## src/rtl/door_safety_state_machine_assert.svh

```systemverilog
// assertion macros for the door safety state machine
// depends on nothing; pulled in by the top level with an include
`ifndef DOOR_SAFETY_STATE_MACHINE_ASSERT_SVH
`define DOOR_SAFETY_STATE_MACHINE_ASSERT_SVH

// same-cycle implication, quiet while in reset
`define DSS_ASSERT_IMPL(label, clk, rst_n, ante, cons) \
  label: assert property (@(posedge clk) disable iff (!rst_n) (ante) |-> (cons)) \
    else $error("door safety assertion failed");

// next-cycle implication, quiet while in reset
`define DSS_ASSERT_NEXT(label, clk, rst_n, ante, cons) \
  label: assert property (@(posedge clk) disable iff (!rst_n) (ante) |=> (cons)) \
    else $error("door safety assertion failed");

`endif

```

## src/rtl/dss_pkg.sv

```systemverilog
// shared types and codes for the door safety state machine
// depends on nothing
`default_nettype none

package dss_pkg;

  // motion frame counter width
  localparam int FRAME_COUNT_WIDTH = 16;

  localparam int TIMEOUT_W = 16;
  localparam int RETRY_W   = 4;
  localparam int CFG_IDX_W = 2;
  localparam int CFG_DAT_W = 16;

  localparam logic [RETRY_W-1:0] RETRY_MAX = 4'd15;

  // configuration register indexes
  localparam logic [CFG_IDX_W-1:0] CFG_MOTION_TIMEOUT = 2'd0;
  localparam logic [CFG_IDX_W-1:0] CFG_NUDGE_LIMIT    = 2'd1;

  localparam logic [TIMEOUT_W-1:0] TIMEOUT_RESET = 16'd200;
  localparam logic [RETRY_W-1:0]   NUDGE_RESET   = 4'd3;

  typedef enum logic [2:0] {
    CMD_HOLD_CLOSED = 3'd0,
    CMD_DRIVE_OPEN  = 3'd1,
    CMD_HOLD_OPEN   = 3'd2,
    CMD_DRIVE_CLOSE = 3'd3,
    CMD_NUDGE_CLOSE = 3'd4,
    CMD_LATCH_FAULT = 3'd5,
    CMD_RESET       = 3'd6
  } cmd_t;

  typedef enum logic [1:0] {
    FLT_NONE    = 2'd0,
    FLT_TIMEOUT = 2'd1,
    FLT_LOCK    = 2'd2
  } fault_t;

  typedef enum logic [1:0] {
    POS_BETWEEN = 2'd0,
    POS_OPEN    = 2'd1,
    POS_CLOSED  = 2'd2
  } pos_t;

  typedef enum logic [1:0] {
    MOTOR_STOP  = 2'd0,
    MOTOR_OPEN  = 2'd1,
    MOTOR_CLOSE = 2'd2
  } motor_t;

  // live configuration
  typedef struct packed {
    logic [TIMEOUT_W-1:0] motion_timeout_frames;
    logic [RETRY_W-1:0]   nudge_retry_limit;
  } cfg_t;

  // one control frame
  typedef struct packed {
    logic open_feedback;
    logic closed_feedback;
    logic lock_sense;
    logic reset_req;
    logic open_req;
    logic close_req;
    logic obstruction;
  } frame_t;

  // one result
  typedef struct packed {
    logic [2:0]         door_state;
    cmd_t               door_command;
    fault_t             fault_code;
    pos_t               door_position;
    logic               locked;
    motor_t             motor_drive;
    logic               buzzer_on;
    logic [RETRY_W-1:0] retry_count;
  } result_t;

endpackage

`default_nettype wire

```

## src/rtl/dss_if.sv

```systemverilog
// request channels of the door safety state machine: frames, results, config writes
// depends on dss_pkg
`default_nettype none

interface dss_in_if;
  logic valid;
  logic ready;
  logic open_feedback;
  logic closed_feedback;
  logic lock_sense;
  logic reset_req;
  logic open_req;
  logic close_req;
  logic obstruction;

  modport source (output valid, open_feedback, closed_feedback, lock_sense, reset_req,
                  open_req, close_req, obstruction, input ready);
  modport sink   (input valid, open_feedback, closed_feedback, lock_sense, reset_req,
                  open_req, close_req, obstruction, output ready);
endinterface

interface dss_out_if;
  logic                        valid;
  logic                        ready;
  logic [2:0]                  door_state;
  logic [2:0]                  door_command;
  logic [1:0]                  fault_code;
  logic [1:0]                  door_position;
  logic                        locked;
  logic [1:0]                  motor_drive;
  logic                        buzzer_on;
  logic [dss_pkg::RETRY_W-1:0] retry_count;

  modport source (output valid, door_state, door_command, fault_code, door_position,
                  locked, motor_drive, buzzer_on, retry_count, input ready);
  modport sink   (input valid, door_state, door_command, fault_code, door_position,
                  locked, motor_drive, buzzer_on, retry_count, output ready);
endinterface

interface dss_cfg_if;
  logic                          valid;
  logic                          ready;
  logic [dss_pkg::CFG_IDX_W-1:0] index;
  logic [dss_pkg::CFG_DAT_W-1:0] wdata;

  modport source (output valid, index, wdata, input ready);
  modport sink   (input valid, index, wdata, output ready);
endinterface

`default_nettype wire

```

## src/rtl/dss_cfg_regs.sv

```systemverilog
// configuration registers: motion timeout and nudge retry limit
// depends on dss_pkg
`default_nettype none

module dss_cfg_regs (
  input  wire logic                          clk,
  input  wire logic                          rst_n,
  input  wire logic                          wr_en,
  input  wire logic [dss_pkg::CFG_IDX_W-1:0] wr_index,
  input  wire logic [dss_pkg::CFG_DAT_W-1:0] wr_data,
  output dss_pkg::cfg_t                      cfg
);

  dss_pkg::cfg_t cfg_r;
  dss_pkg::cfg_t cfg_nxt;

  // decode the write request; unknown indexes are dropped
  always_comb begin
    cfg_nxt = cfg_r;
    if (wr_en) begin
      unique case (wr_index)
        dss_pkg::CFG_MOTION_TIMEOUT: begin
          cfg_nxt.motion_timeout_frames = wr_data[dss_pkg::TIMEOUT_W-1:0];
        end
        dss_pkg::CFG_NUDGE_LIMIT: begin
          cfg_nxt.nudge_retry_limit = wr_data[dss_pkg::RETRY_W-1:0];
        end
        default: begin
          cfg_nxt = cfg_r;
        end
      endcase
    end
  end

  always_ff @(posedge clk) begin
    if (!rst_n) begin
      cfg_r.motion_timeout_frames <= dss_pkg::TIMEOUT_RESET;
      cfg_r.nudge_retry_limit     <= dss_pkg::NUDGE_RESET;
    end else begin
      cfg_r <= cfg_nxt;
    end
  end

  assign cfg = cfg_r;

endmodule

`default_nettype wire

```

## src/rtl/dss_fsm.sv

```systemverilog
// door state machine with fault latch, retry and motion counters, and result register
// depends on dss_pkg
`default_nettype none

module dss_fsm (
  input  wire logic              clk,
  input  wire logic              rst_n,
  input  wire logic              step,
  input  wire dss_pkg::frame_t   frame,
  input  wire dss_pkg::cfg_t     cfg,
  output dss_pkg::result_t       res
);

  localparam int CW = dss_pkg::FRAME_COUNT_WIDTH;
  localparam logic [CW-1:0] COUNT_ONE = CW'(1);
  localparam logic [CW-1:0] COUNT_MAX = {CW{1'b1}};

  typedef enum logic [2:0] {
    ST_CLOSED  = 3'd0,
    ST_OPENING = 3'd1,
    ST_OPEN    = 3'd2,
    ST_CLOSING = 3'd3,
    ST_NUDGE   = 3'd4,
    ST_FAULT   = 3'd5
  } state_t;

  state_t                      state_r, state_nxt;
  dss_pkg::fault_t             held_r, held_nxt;
  logic [dss_pkg::RETRY_W-1:0] retries_r, retries_nxt;
  logic [CW-1:0]               count_r, count_nxt;
  dss_pkg::result_t            res_r, res_nxt;

  dss_pkg::pos_t   pos;
  dss_pkg::cmd_t   cmd;
  dss_pkg::fault_t flt;
  dss_pkg::motor_t motor;
  logic            timed_out;
  logic [CW-1:0]   count_inc;

  // position decode and timeout compare
  always_comb begin
    if (frame.open_feedback && !frame.closed_feedback) begin
      pos = dss_pkg::POS_OPEN;
    end else if (frame.closed_feedback && !frame.open_feedback) begin
      pos = dss_pkg::POS_CLOSED;
    end else begin
      pos = dss_pkg::POS_BETWEEN;
    end
  end

  assign timed_out = (33'(count_r) >= 33'(cfg.motion_timeout_frames));
  assign count_inc = (count_r == COUNT_MAX) ? count_r : count_r + COUNT_ONE;

  // next state and command
  always_comb begin
    state_nxt   = state_r;
    held_nxt    = held_r;
    retries_nxt = retries_r;
    count_nxt   = count_r;
    cmd         = dss_pkg::CMD_LATCH_FAULT;
    flt         = dss_pkg::FLT_NONE;
    unique case (state_r)
      ST_CLOSED: begin
        if (frame.open_req) begin
          state_nxt = ST_OPENING;
          count_nxt = COUNT_ONE;
          cmd       = dss_pkg::CMD_DRIVE_OPEN;
        end else begin
          cmd = dss_pkg::CMD_HOLD_CLOSED;
        end
      end
      ST_OPENING: begin
        priority if (pos == dss_pkg::POS_OPEN) begin
          state_nxt = ST_OPEN;
          count_nxt = '0;
          cmd       = dss_pkg::CMD_HOLD_OPEN;
        end else if (timed_out) begin
          state_nxt = ST_FAULT;
          held_nxt  = dss_pkg::FLT_TIMEOUT;
          count_nxt = '0;
          cmd       = dss_pkg::CMD_LATCH_FAULT;
          flt       = dss_pkg::FLT_TIMEOUT;
        end else begin
          count_nxt = count_inc;
          cmd       = dss_pkg::CMD_DRIVE_OPEN;
        end
      end
      ST_OPEN: begin
        if (frame.close_req) begin
          count_nxt = COUNT_ONE;
          if (retries_r >= cfg.nudge_retry_limit) begin
            state_nxt = ST_NUDGE;
            cmd       = dss_pkg::CMD_NUDGE_CLOSE;
          end else begin
            state_nxt = ST_CLOSING;
            cmd       = dss_pkg::CMD_DRIVE_CLOSE;
          end
        end else begin
          cmd = dss_pkg::CMD_HOLD_OPEN;
        end
      end
      ST_CLOSING, ST_NUDGE: begin
        priority if (state_r == ST_CLOSING && frame.obstruction) begin
          // obstruction while closing: count a retry and reopen
          if (retries_r < dss_pkg::RETRY_MAX) begin
            retries_nxt = retries_r + 4'd1;
          end
          state_nxt = ST_OPENING;
          count_nxt = COUNT_ONE;
          cmd       = dss_pkg::CMD_DRIVE_OPEN;
        end else if (pos == dss_pkg::POS_CLOSED) begin
          count_nxt = '0;
          if (!frame.lock_sense) begin
            state_nxt = ST_FAULT;
            held_nxt  = dss_pkg::FLT_LOCK;
            cmd       = dss_pkg::CMD_LATCH_FAULT;
            flt       = dss_pkg::FLT_LOCK;
          end else begin
            state_nxt   = ST_CLOSED;
            retries_nxt = '0;
            cmd         = dss_pkg::CMD_HOLD_CLOSED;
          end
        end else if (timed_out) begin
          state_nxt = ST_FAULT;
          held_nxt  = dss_pkg::FLT_TIMEOUT;
          count_nxt = '0;
          cmd       = dss_pkg::CMD_LATCH_FAULT;
          flt       = dss_pkg::FLT_TIMEOUT;
        end else begin
          count_nxt = count_inc;
          cmd = (state_r == ST_NUDGE) ? dss_pkg::CMD_NUDGE_CLOSE : dss_pkg::CMD_DRIVE_CLOSE;
        end
      end
      default: begin
        // fault: leave only on reset request with door closed and locked
        state_nxt = ST_FAULT;
        if (frame.reset_req && pos == dss_pkg::POS_CLOSED && frame.lock_sense) begin
          state_nxt   = ST_CLOSED;
          held_nxt    = dss_pkg::FLT_NONE;
          retries_nxt = '0;
          count_nxt   = '0;
          cmd         = dss_pkg::CMD_RESET;
        end else begin
          cmd = dss_pkg::CMD_LATCH_FAULT;
          flt = held_r;
        end
      end
    endcase
  end

  // motor drive follows the updated state
  always_comb begin
    priority if (state_nxt == ST_OPENING) begin
      motor = dss_pkg::MOTOR_OPEN;
    end else if (state_nxt == ST_CLOSING || state_nxt == ST_NUDGE) begin
      motor = dss_pkg::MOTOR_CLOSE;
    end else begin
      motor = dss_pkg::MOTOR_STOP;
    end
  end

  // result assembly
  always_comb begin
    res_nxt.door_state    = state_nxt;
    res_nxt.door_command  = cmd;
    res_nxt.fault_code    = flt;
    res_nxt.door_position = pos;
    res_nxt.locked        = frame.lock_sense;
    res_nxt.motor_drive   = motor;
    res_nxt.buzzer_on     = (state_nxt == ST_NUDGE) || (state_nxt == ST_FAULT);
    res_nxt.retry_count   = retries_nxt;
  end

  // state and result register
  always_ff @(posedge clk) begin
    if (!rst_n) begin
      state_r   <= ST_CLOSED;
      held_r    <= dss_pkg::FLT_NONE;
      retries_r <= '0;
      count_r   <= '0;
    end else if (step) begin
      state_r   <= state_nxt;
      held_r    <= held_nxt;
      retries_r <= retries_nxt;
      count_r   <= count_nxt;
    end
    if (step) begin
      res_r <= res_nxt;
    end
  end

  assign res = res_r;

endmodule

`default_nettype wire

```

## src/rtl/door_safety_state_machine.sv

```systemverilog
// Door safety state machine. Takes one control frame per cycle while its input is ready
// and returns one result per frame. A frame is captured in an input register, runs
// through the door state update and lands in a result register, where it is offered
// until it is taken; the state update loop sets a sustained rate of one frame per
// clock while results are taken, and a stalled result holds off new requests once
// the input register is full. Configuration writes are always ready and apply to
// every frame whose state update comes after them.
// depends on dss_pkg, dss_if, dss_cfg_regs, dss_fsm and the assertion macro header
`default_nettype none

`include "door_safety_state_machine_assert.svh"

module door_safety_state_machine (
  input  wire logic  clk,
  input  wire logic  rst_n,
  dss_in_if.sink     in_chan,
  dss_out_if.source  out_chan,
  dss_cfg_if.sink    cfg_chan
);

  dss_pkg::cfg_t    cfg;
  dss_pkg::frame_t  frame_r, frame_nxt;
  dss_pkg::result_t res;
  logic             in_vld_r, in_vld_nxt;
  logic             out_vld_r, out_vld_nxt;
  logic             advance;
  logic             in_take;
  logic             fault_shown;
  logic             latch_shown;
  logic             reset_shown;
  logic             retries_clear;

  // configuration port
  assign cfg_chan.ready = 1'b1;

  dss_cfg_regs u_cfg (
    .clk      (clk),
    .rst_n    (rst_n),
    .wr_en    (cfg_chan.valid),
    .wr_index (cfg_chan.index),
    .wr_data  (cfg_chan.wdata),
    .cfg      (cfg)
  );

  // handshake control: frame moves on when the result register is free or drains
  assign advance       = in_vld_r && (!out_vld_r || out_chan.ready);
  assign in_chan.ready = !in_vld_r || advance;
  assign in_take       = in_chan.valid && in_chan.ready;

  always_comb begin
    frame_nxt.open_feedback   = in_chan.open_feedback;
    frame_nxt.closed_feedback = in_chan.closed_feedback;
    frame_nxt.lock_sense      = in_chan.lock_sense;
    frame_nxt.reset_req       = in_chan.reset_req;
    frame_nxt.open_req        = in_chan.open_req;
    frame_nxt.close_req       = in_chan.close_req;
    frame_nxt.obstruction     = in_chan.obstruction;
  end

  always_comb begin
    in_vld_nxt  = in_take ? 1'b1 : (advance ? 1'b0 : in_vld_r);
    out_vld_nxt = advance ? 1'b1 : (out_chan.ready ? 1'b0 : out_vld_r);
  end

  // input register and valid flags
  always_ff @(posedge clk) begin
    if (!rst_n) begin
      in_vld_r  <= 1'b0;
      out_vld_r <= 1'b0;
    end else begin
      in_vld_r  <= in_vld_nxt;
      out_vld_r <= out_vld_nxt;
    end
    if (in_take) begin
      frame_r <= frame_nxt;
    end
  end

  dss_fsm u_fsm (
    .clk   (clk),
    .rst_n (rst_n),
    .step  (advance),
    .frame (frame_r),
    .cfg   (cfg),
    .res   (res)
  );

  // result channel
  assign out_chan.valid         = out_vld_r;
  assign out_chan.door_state    = res.door_state;
  assign out_chan.door_command  = res.door_command;
  assign out_chan.fault_code    = res.fault_code;
  assign out_chan.door_position = res.door_position;
  assign out_chan.locked        = res.locked;
  assign out_chan.motor_drive   = res.motor_drive;
  assign out_chan.buzzer_on     = res.buzzer_on;
  assign out_chan.retry_count   = res.retry_count;

  // terms for the checks
  assign fault_shown   = out_vld_r && (out_chan.fault_code != dss_pkg::FLT_NONE);
  assign latch_shown   = (out_chan.door_command == dss_pkg::CMD_LATCH_FAULT);
  assign reset_shown   = out_vld_r && (out_chan.door_command == dss_pkg::CMD_RESET);
  assign retries_clear = (out_chan.retry_count == '0) && !out_chan.buzzer_on;

  // checks
  `DSS_ASSERT_NEXT(a_stalled_frame_kept, clk, rst_n, in_vld_r && !advance, in_vld_r)
  `DSS_ASSERT_IMPL(a_fault_only_on_latch, clk, rst_n, fault_shown, latch_shown)
  `DSS_ASSERT_IMPL(a_reset_clears_retries, clk, rst_n, reset_shown, retries_clear)

endmodule

`default_nettype wire

```

## src/flat_wrapper.sv

```systemverilog
// flat-port wrapper written by rule: the top's interface ports become plain ports
module door_safety_state_machine_flat 
  (clk, rst_n, in_chan_valid, in_chan_open_feedback, in_chan_closed_feedback, in_chan_lock_sense, in_chan_reset_req, in_chan_open_req, in_chan_close_req, in_chan_obstruction, in_chan_ready, out_chan_valid, out_chan_door_state, out_chan_door_command, out_chan_fault_code, out_chan_door_position, out_chan_locked, out_chan_motor_drive, out_chan_buzzer_on, out_chan_retry_count, out_chan_ready, cfg_chan_valid, cfg_chan_index, cfg_chan_wdata, cfg_chan_ready);
  dss_in_if in_chan_i ();
  dss_out_if out_chan_i ();
  dss_cfg_if cfg_chan_i ();
  input  wire logic clk;
  input  wire logic rst_n;
  input wire logic [$bits(in_chan_i.valid)-1:0] in_chan_valid;
  input wire logic [$bits(in_chan_i.open_feedback)-1:0] in_chan_open_feedback;
  input wire logic [$bits(in_chan_i.closed_feedback)-1:0] in_chan_closed_feedback;
  input wire logic [$bits(in_chan_i.lock_sense)-1:0] in_chan_lock_sense;
  input wire logic [$bits(in_chan_i.reset_req)-1:0] in_chan_reset_req;
  input wire logic [$bits(in_chan_i.open_req)-1:0] in_chan_open_req;
  input wire logic [$bits(in_chan_i.close_req)-1:0] in_chan_close_req;
  input wire logic [$bits(in_chan_i.obstruction)-1:0] in_chan_obstruction;
  output wire logic [$bits(in_chan_i.ready)-1:0] in_chan_ready;
  output wire logic [$bits(out_chan_i.valid)-1:0] out_chan_valid;
  output wire logic [$bits(out_chan_i.door_state)-1:0] out_chan_door_state;
  output wire logic [$bits(out_chan_i.door_command)-1:0] out_chan_door_command;
  output wire logic [$bits(out_chan_i.fault_code)-1:0] out_chan_fault_code;
  output wire logic [$bits(out_chan_i.door_position)-1:0] out_chan_door_position;
  output wire logic [$bits(out_chan_i.locked)-1:0] out_chan_locked;
  output wire logic [$bits(out_chan_i.motor_drive)-1:0] out_chan_motor_drive;
  output wire logic [$bits(out_chan_i.buzzer_on)-1:0] out_chan_buzzer_on;
  output wire logic [$bits(out_chan_i.retry_count)-1:0] out_chan_retry_count;
  input wire logic [$bits(out_chan_i.ready)-1:0] out_chan_ready;
  input wire logic [$bits(cfg_chan_i.valid)-1:0] cfg_chan_valid;
  input wire logic [$bits(cfg_chan_i.index)-1:0] cfg_chan_index;
  input wire logic [$bits(cfg_chan_i.wdata)-1:0] cfg_chan_wdata;
  output wire logic [$bits(cfg_chan_i.ready)-1:0] cfg_chan_ready;
  assign in_chan_i.valid = in_chan_valid;
  assign in_chan_i.open_feedback = in_chan_open_feedback;
  assign in_chan_i.closed_feedback = in_chan_closed_feedback;
  assign in_chan_i.lock_sense = in_chan_lock_sense;
  assign in_chan_i.reset_req = in_chan_reset_req;
  assign in_chan_i.open_req = in_chan_open_req;
  assign in_chan_i.close_req = in_chan_close_req;
  assign in_chan_i.obstruction = in_chan_obstruction;
  assign in_chan_ready = in_chan_i.ready;
  assign out_chan_valid = out_chan_i.valid;
  assign out_chan_door_state = out_chan_i.door_state;
  assign out_chan_door_command = out_chan_i.door_command;
  assign out_chan_fault_code = out_chan_i.fault_code;
  assign out_chan_door_position = out_chan_i.door_position;
  assign out_chan_locked = out_chan_i.locked;
  assign out_chan_motor_drive = out_chan_i.motor_drive;
  assign out_chan_buzzer_on = out_chan_i.buzzer_on;
  assign out_chan_retry_count = out_chan_i.retry_count;
  assign out_chan_i.ready = out_chan_ready;
  assign cfg_chan_i.valid = cfg_chan_valid;
  assign cfg_chan_i.index = cfg_chan_index;
  assign cfg_chan_i.wdata = cfg_chan_wdata;
  assign cfg_chan_ready = cfg_chan_i.ready;
  door_safety_state_machine u_core (.clk(clk), .rst_n(rst_n), .in_chan(in_chan_i), .out_chan(out_chan_i), .cfg_chan(cfg_chan_i));
endmodule
```

## config.mk

```make
export PLATFORM = sky130hd
export DESIGN_NAME = door_safety_state_machine_flat
export DESIGN_NICKNAME = d
export VERILOG_FILES = /design/src/rtl/dss_pkg.sv /design/src/rtl/dss_if.sv /design/src/rtl/dss_cfg_regs.sv /design/src/rtl/dss_fsm.sv /design/src/rtl/door_safety_state_machine.sv /design/src/flat_wrapper.sv
export VERILOG_INCLUDE_DIRS = /design/src /design/src/rtl
export SDC_FILE = /design/constraint.sdc
export NUM_CORES = 1
export LEC_CHECK = 0
export ABC_AREA = 1
export BUFFER_PORTS_ARGS = -buffer_cell sky130_fd_sc_hd__buf_2
export CAP_MARGIN = 20
export CORE_UTILIZATION = 40
export DETAILED_ROUTE_END_ITERATION = 10
export GPL_TIMING_DRIVEN = 0
export PLACE_DENSITY = 0.64
export REMOVE_ABC_BUFFERS = 1
export SLEW_MARGIN = 0
export SYNTH_ARGS = -nofsm -noshare
export SYNTH_HDL_FRONTEND = slang
export SYNTH_SLANG_ARGS = --single-unit
```

## constraint.sdc

```tcl
create_clock -name clk -period 2.1 [get_ports clk]
set_input_delay 0.42 -clock clk [delete_from_list [all_inputs] [get_ports clk]]
set_output_delay 0.42 -clock clk [all_outputs]
set_load 0.01 [all_outputs]
```

==> results of run 1 <==
## where the power goes
group          internal (mW)  switching, mW  leakage [nW]
combinational          0.141          0.254          1.33
clock                  0.665          0.521         0.104
sequential              1.52         0.0389         0.626
## final timing paths
| path | startpoint | to | cells past startpoint |
|---|---|---|---|
| max | u_core.u_fsm.count_r[1] | u_core.u_fsm.count_r[7] | 11 |
| min | in_chan_obstruction | u_core.frame_r[0] | 1 |
| max reg2reg | u_core.u_fsm.count_r[1] | u_core.u_fsm.count_r[7] | 11 |
| min reg2reg | u_core.u_cfg.cfg[8] | u_core.u_cfg.cfg[8] | 2 |
## per-layer routing
layer | vias up | wire [µm] | track usage
met5 | - | 0 | 0
met4 | 0 | 123 | 0.0680
met3 | 11 | 278 | 0.0499
met2 | 61 | 4040 | 0.306
met1 | 1473 | 3700 | 0.202
li1 | 1740 | - | -
## placed cells by master (no fill, tap or decap), drive strengths merged
cell	netlist	final
nand2	94	94
inv	88	88
nor2	58	58
buf	1	50
dfxtp	47	47
a21oi	42	42
o21ai	36	36
nand3	34	34
edfxtp	25	25
ha	22	22
nor3	13	13
clkbuf	6	10
o211ai	7	7
nand4	6	6
xor2	6	6
clkinv	1	4
o22ai	3	3
xnor2	2	2
bufinv	0	2
o21bai	1	1
o31ai	1	1
and3	1	1
or2	1	1
nor4	1	1
o21a	1	1
nor3b	1	1
conb	1	1
clkinvlp	0	1
## state kept, by name (all words and copies together), names as in the netlist
signal	count
u_core.u_fsm.held_r	2
u_core.u_fsm.count_r	16
u_core.u_fsm.res	18
u_core.frame_r	7
u_core.in_vld_r	1
u_core.out_chan.valid	1
u_core.u_cfg.cfg	20
u_core.u_fsm.retries_r	4
u_core.u_fsm.state_r	3
## kinds of logic (layout without fill, tap and decap cells)
logic type / count (synthesis) / after routing / synth area share
flip-flops: 72 / 72 / 0.435
other: 1 / 1 / 0.000964
adder cells (fa/ha/maj): 22 / 22 / 0.0708
AO/OA/AOI/OAI: 91 / 91 / 0.133
XOR/XNOR: 8 / 8 / 0.0180
AND/OR/NAND/NOR: 209 / 209 / 0.249
buffers and inverters: 96 / 155 / 0.0936
## area by class of cell
| cell class | count | share of cell area |
|---|---|---|
| Clock buffer | 10 | 0.0278 |
| Clock inverter | 6 | 0.0186 |
| Inverter | 89 | 0.0740 |
| Multi-Input combinational cell | 331 | 0.419 |
| Sequential cell | 72 | 0.370 |
| Tap cell | 129 | 0.0352 |
| Timing Repair Buffer | 50 | 0.0551 |
## timing repair
| item | 4_1_cts | 5_1_grt |
|---|---|---|
| buffers inserted | 1 | 0 |
| gates resized for setup | 6 | 19 |
| endpoints found under the setup margin | 15 | 23 |
| pin swaps | 1 | 1 |
## worst max-delay path, stage by stage (launching register included)
cell     delay [ns]
dfxtp_1        0.40
ha_2           0.25
nand3_1        0.08
nor2_1         0.18
nand3_1        0.20
nor2_4         0.18
inv_2          0.08
nand2_4        0.12
nor2_4         0.05
nand2_1        0.07
xor2_1         0.16
nor2_1         0.05
==> summary.md, run 1 <==
| Metric | Value |
|---|---|
| Cell Area, Placed | `4270 µm²` |
| Synth top area cells | `dfxtp_1 24%, edfxtp_1 19%, nand2_1 8.4%` |
| Register bit total from synthesis | `72` |
| Initial antenna violation count | `0` |
| Die Y | `101 µm` |
| Syn_area_per_cell | `7.80 µm²` |
| Routed wire length | `8.14 mm` |
| GPL Wtd Cong | `0.907` |
| Leakage power | `2.06 nW` |
| Clock transition at path regs | `0.08 ns` |
| Bufs on Longest Clock Path | `2` |
| Vias in the first global route | `3037` |
| H-tree levels | `3` |
| Pre-CTS WS | `-0.327 ns` |
| Final hold slack | `0.240 ns` |
| Register area share after synthesis | `0.435` |
| DRT Pass-1 Iters | `4` |
| Count leader, synth | `nand2_1` |
| Num CTS Buffers | `9` |
| Synth area leader | `dfxtp_1` |
| Via-to-Cell Ratio | `4.78` |
| Largest net degree at the start of global routing | `26` |
| Die ar. | `10100 µm²` |
| Crit Path Class | `reg2reg` |
| Initial Utilization | `0.417` |
| Worst Clk Skew | `0.00903 ns` |
| R2r setup slk | `0.16 ns` |
| Antenna Cells | `0` |
| Tot Pwr | `3.14 mW` |
| Hold Buf Count CTS | `0` |
| Arrival @ worst endpoint | `2.18 ns` |
| Num ports | `51` |
| Non-filler instance count after layout | `687` |
| Total GRT Usage | `0.175` |
| Post-DP HPWL | `6.08 mm` |
| Layout area overhead | `17.8%` |
| Die Wd | `101 µm` |
| Yosys warning total | `0` |
| CP Launch Type | `flip-flop` |
| Top cell type's share of synthesized area | `0.242` |
| Crit path time final | `1.94 ns` |
| Layout cells sized above 1 | `0.210` |
| Synth async-reset ratio | `0` |
| Register area | `1700 µm²` |
| Routed Antenna Nets | `0` |
| Vias | `3285` |
| GR Overflow Total | `0` |
| DRT iter0 DRCs | `104` |
| Sink Count | `72` |
| Count of flip-flops with a built-in enable after synthesis | `25` |
| RSZ-0062 raised after global routing | `false` |
| CP max FO | `6` |
| Most common library cells after synthesis | `87 x nand2_1, 76 x inv_1, 53 x nor2_1, 47 x dfxtp_1, 41 x a21oi_1` |
| Status | `finished clean` |
| # setup viols final | `0` |
| Filler Cell Count | `908` |
| Final hold vios | `0` |
| Number of max-cap violations | `0` |
| Synthesized instance count | `499` |
| Clk_lat worst skew | `0.35 ns` |
| PwrDens | `684 nW/µm²` |
| Synth Cell Area | `3890 µm²` |
| Clk Tree Root Cell | `clkbuf_8` |
| Drt drc | `0` |
| Core Footprint | `9330 µm²` |
| Core Util, Final | `0.491` |
| Max Fclk | `0.515 GHz` |
| Multi-input logic area | `1920 µm²` |
| Max rail drop VDD | `0.000356 V` |
| Row count | `35` |
| Nets | `605` |
| Cell variety after synth | `39` |
| Slew Limit Fails | `0` |
| Crit end category | `flip-flop` |
| Hold Path Class | `in2reg` |
| Worst setup margin | `0.158 ns` |
| Tcrit/Tclk final | `0.925` |
| Crit path required time | `2.34 ns` |
| Slew HR | `0.541` |
| Worst Tran Pin Value | `0.688 ns` |
| Post-Place Cells | `670` |
| First-pass GRT wire length | `13.7 mm` |
| Wire per inst | `11.8 µm` |
| CTS tree | `built` |
| Final instance area | `4580 µm²` |
| Top FF cell, synth | `dfxtp_1` |
| Final TNS setup | `0 ns` |
| Port bufs | `49` |
(Power assumes the default switching activity.)
==> run 2, diff against run 1 <==
--- a/config.mk
+++ b/config.mk
@@ -12,8 +12,7 @@
 export CORE_UTILIZATION = 40
 export DETAILED_ROUTE_END_ITERATION = 10
 export GPL_TIMING_DRIVEN = 0
-export PLACE_DENSITY = 0.64
-export REMOVE_ABC_BUFFERS = 1
+export PLACE_DENSITY_LB_ADDON = 0.12
 export SLEW_MARGIN = 0
 export SYNTH_ARGS = -nofsm -noshare
 export SYNTH_HDL_FRONTEND = slang
==> run 2 against run 1 <==
Compared with the run above:
- sequential share of layout area about the same
- largest cell class unchanged
- power up 4.3%
- non-clock buffer count up 7
- cell count up 1.0%
- wire length up 7.9%
==> summary.md, run 2 (synthesis results as in run 1) <==
| Metric | Value |
|---|---|
| Status | `finished clean` |
| Worst Tran Pin Value | `0.643 ns` |
| Slew Limit Fails | `0` |
| Antenna Cells | `0` |
| Wire per inst | `12.7 µm` |
| Number of max-cap violations | `0` |
| Initial Utilization | `0.417` |
| CTS tree | `built` |
| Buffers & Inverters on Critical Path | `1` |
| H-tree levels | `3` |
| Die Y | `101 µm` |
| Num ports | `51` |
| Leakage power | `2.08 nW` |
| Worst path slowest cell | `dfxtp_2` |
| PwrDens | `712 nW/µm²` |
| GR Overflow Total | `0` |
| Filler Cell Count | `924` |
| Clk Tree Root Cell | `clkbuf_8` |
| Die Wd | `101 µm` |
| Delay-heaviest family, CP | `simple AND/OR/NAND/NOR gates` |
| Crit path time final | `1.95 ns` |
| Routed wire length | `8.78 mm` |
| Sink Count | `72` |
| Crit-path max cell delay | `0.36 ns` |
| Initial antenna violation count | `0` |
| R2R depth | `13` |
| Final hold slack | `0.231 ns` |
| Layout cells sized above 1 | `0.207` |
| Syn nets | `551` |
| Crit Path Class | `reg2reg` |
| Worst Clk Skew | `0.00907 ns` |
| CP max FO | `5` |
| Most frequent cells in the layout | `85 x nand2_1, 75 x inv_1, 51 x nor2_1` |
| Total GRT Usage | `0.186` |
| CP Launch Type | `flip-flop` |
| Hold Path Class | `in2reg` |
| Routed Antenna Nets | `0` |
| Clock transition at path regs | `0.08 ns` |
| Vias in the first global route | `3125` |
| Most used cell, CP | `nand2_1` |
| Core Footprint | `9330 µm²` |
| Max Fclk | `0.514 GHz` |
| DRT Pass-1 Iters | `4` |
| Max FFs per register | `20` |
| Non-filler instance count after layout | `694` |
| Slew HR | `0.571` |
| Crit end category | `flip-flop` |
| Nets | `612` |
| DRT iter0 DRCs | `155` |
| GPL Wtd Cong | `0.861` |
| Via-to-Cell Ratio | `4.81` |
| Row count | `35` |
| Clk_lat worst skew | `0.36 ns` |
| Bufs on Longest Clock Path | `2` |
| Crit path depth | `13` |
| First-pass GRT wire length | `14.4 mm` |
| Crit-path cells | `ha_1 -> nand2_1 -> inv_1 -> nand2_1 -> nand2_1 -> nor2_1 -> nand2_1 -> nand2_2 -> nand2_2 -> a21oi_2 -> nand3_2 -> nand2_1 -> nand2_1` |
| Port bufs | `49` |
| Crit path required time | `2.22 ns` |
| Final hold vios | `0` |
| RSZ-0062 raised after global routing | `false` |
| Drt drc | `0` |
| Max rail drop VDD | `0.000355 V` |
| Commonest non-fill, non-tap cell in the layout | `nand2_1` |
| Arrival @ worst endpoint | `2.06 ns` |
| Vias | `3337` |
| Post-DP HPWL | `6.71 mm` |
| Tcrit/Tclk final | `0.927` |
| Post-Place Cells | `677` |
| Num CTS Buffers | `9` |
| Hold Path Stages | `1` |
| Largest net degree at the start of global routing | `23` |
| Core Util, Final | `0.492` |
| # setup viols final | `0` |
| Die ar. | `10100 µm²` |
| Layout area overhead | `18.0%` |
run 2: area by class of cell:
| class | instances | area [µm²] | area share |
|---|---|---|---|
| Timing Repair Buffer | 50 | 253 | 0.0551 |
| Buffer | 7 | 30.0 | 0.00654 |
| Clock buffer | 11 | 153 | 0.0333 |
| Clock inverter | 5 | 85.1 | 0.0185 |
| Tap cell | 129 | 161 | 0.0352 |
| Sequential cell | 72 | 1700 | 0.370 |
| Multi-Input combinational cell | 331 | 1870 | 0.408 |
| Inverter | 89 | 337 | 0.0733 |
run 2: report_power, final:
part | switching [mW] | internal [mW] | total [mW]
Sequential | 0.0390 | 1.52 | 1.55
Combinational | 0.256 | 0.140 | 0.395
Clock | 0.571 | 0.748 | 1.32
Total | 0.866 | 2.40 | 3.27
run 2: stage by stage:
stage / setup TNS, ns / power, mW / instance area [µm²] / worst slack, ns
finish: 0 / 3.27 / 4590 / 0.154
global route: 0 / 3.41 / 4590 / 0.00340
CTS: 0 / 3.29 / 4550 / 0.000105
detailed placement: -0.705 / 1.98 / 4300 / -0.222
global placement: -0.432 / 1.97 / 4300 / -0.173
floorplan: 0 / 1.85 / 3890 / 0.226
run 2: final timing paths:
check	start	end	slack, ns
setup reg to reg	u_core.u_fsm.count_r[6]	u_core.u_fsm.res[6]	0.15
hold reg to reg	u_core.u_cfg.cfg[9]	u_core.u_cfg.cfg[9]	0.46
setup / recovery	u_core.u_fsm.count_r[6]	u_core.u_fsm.res[6]	0.15
hold / removal	in_chan_lock_sense	u_core.frame_r[4]	0.23
run 2: repair_timing:
| item | 4_1_cts | 5_1_grt |
|---|---|---|
| endpoints found under the setup margin | 9 | 22 |
| gates resized for setup | 3 | 16 |
| pin swaps | 1 | 3 |
| hold buffers | 0 | 0 |
| setup buffers | 1 | 0 |
run 2: layer usage:
metal | track usage | vias up | part of all wire
li1 | - | 1756 | -
met1 | 0.223 | 1501 | 0.46
met2 | 0.319 | 63 | 0.48
met3 | 0.0374 | 17 | 0.031
met4 | 0.0892 | 0 | 0.027
met5 | 0 | - | 0
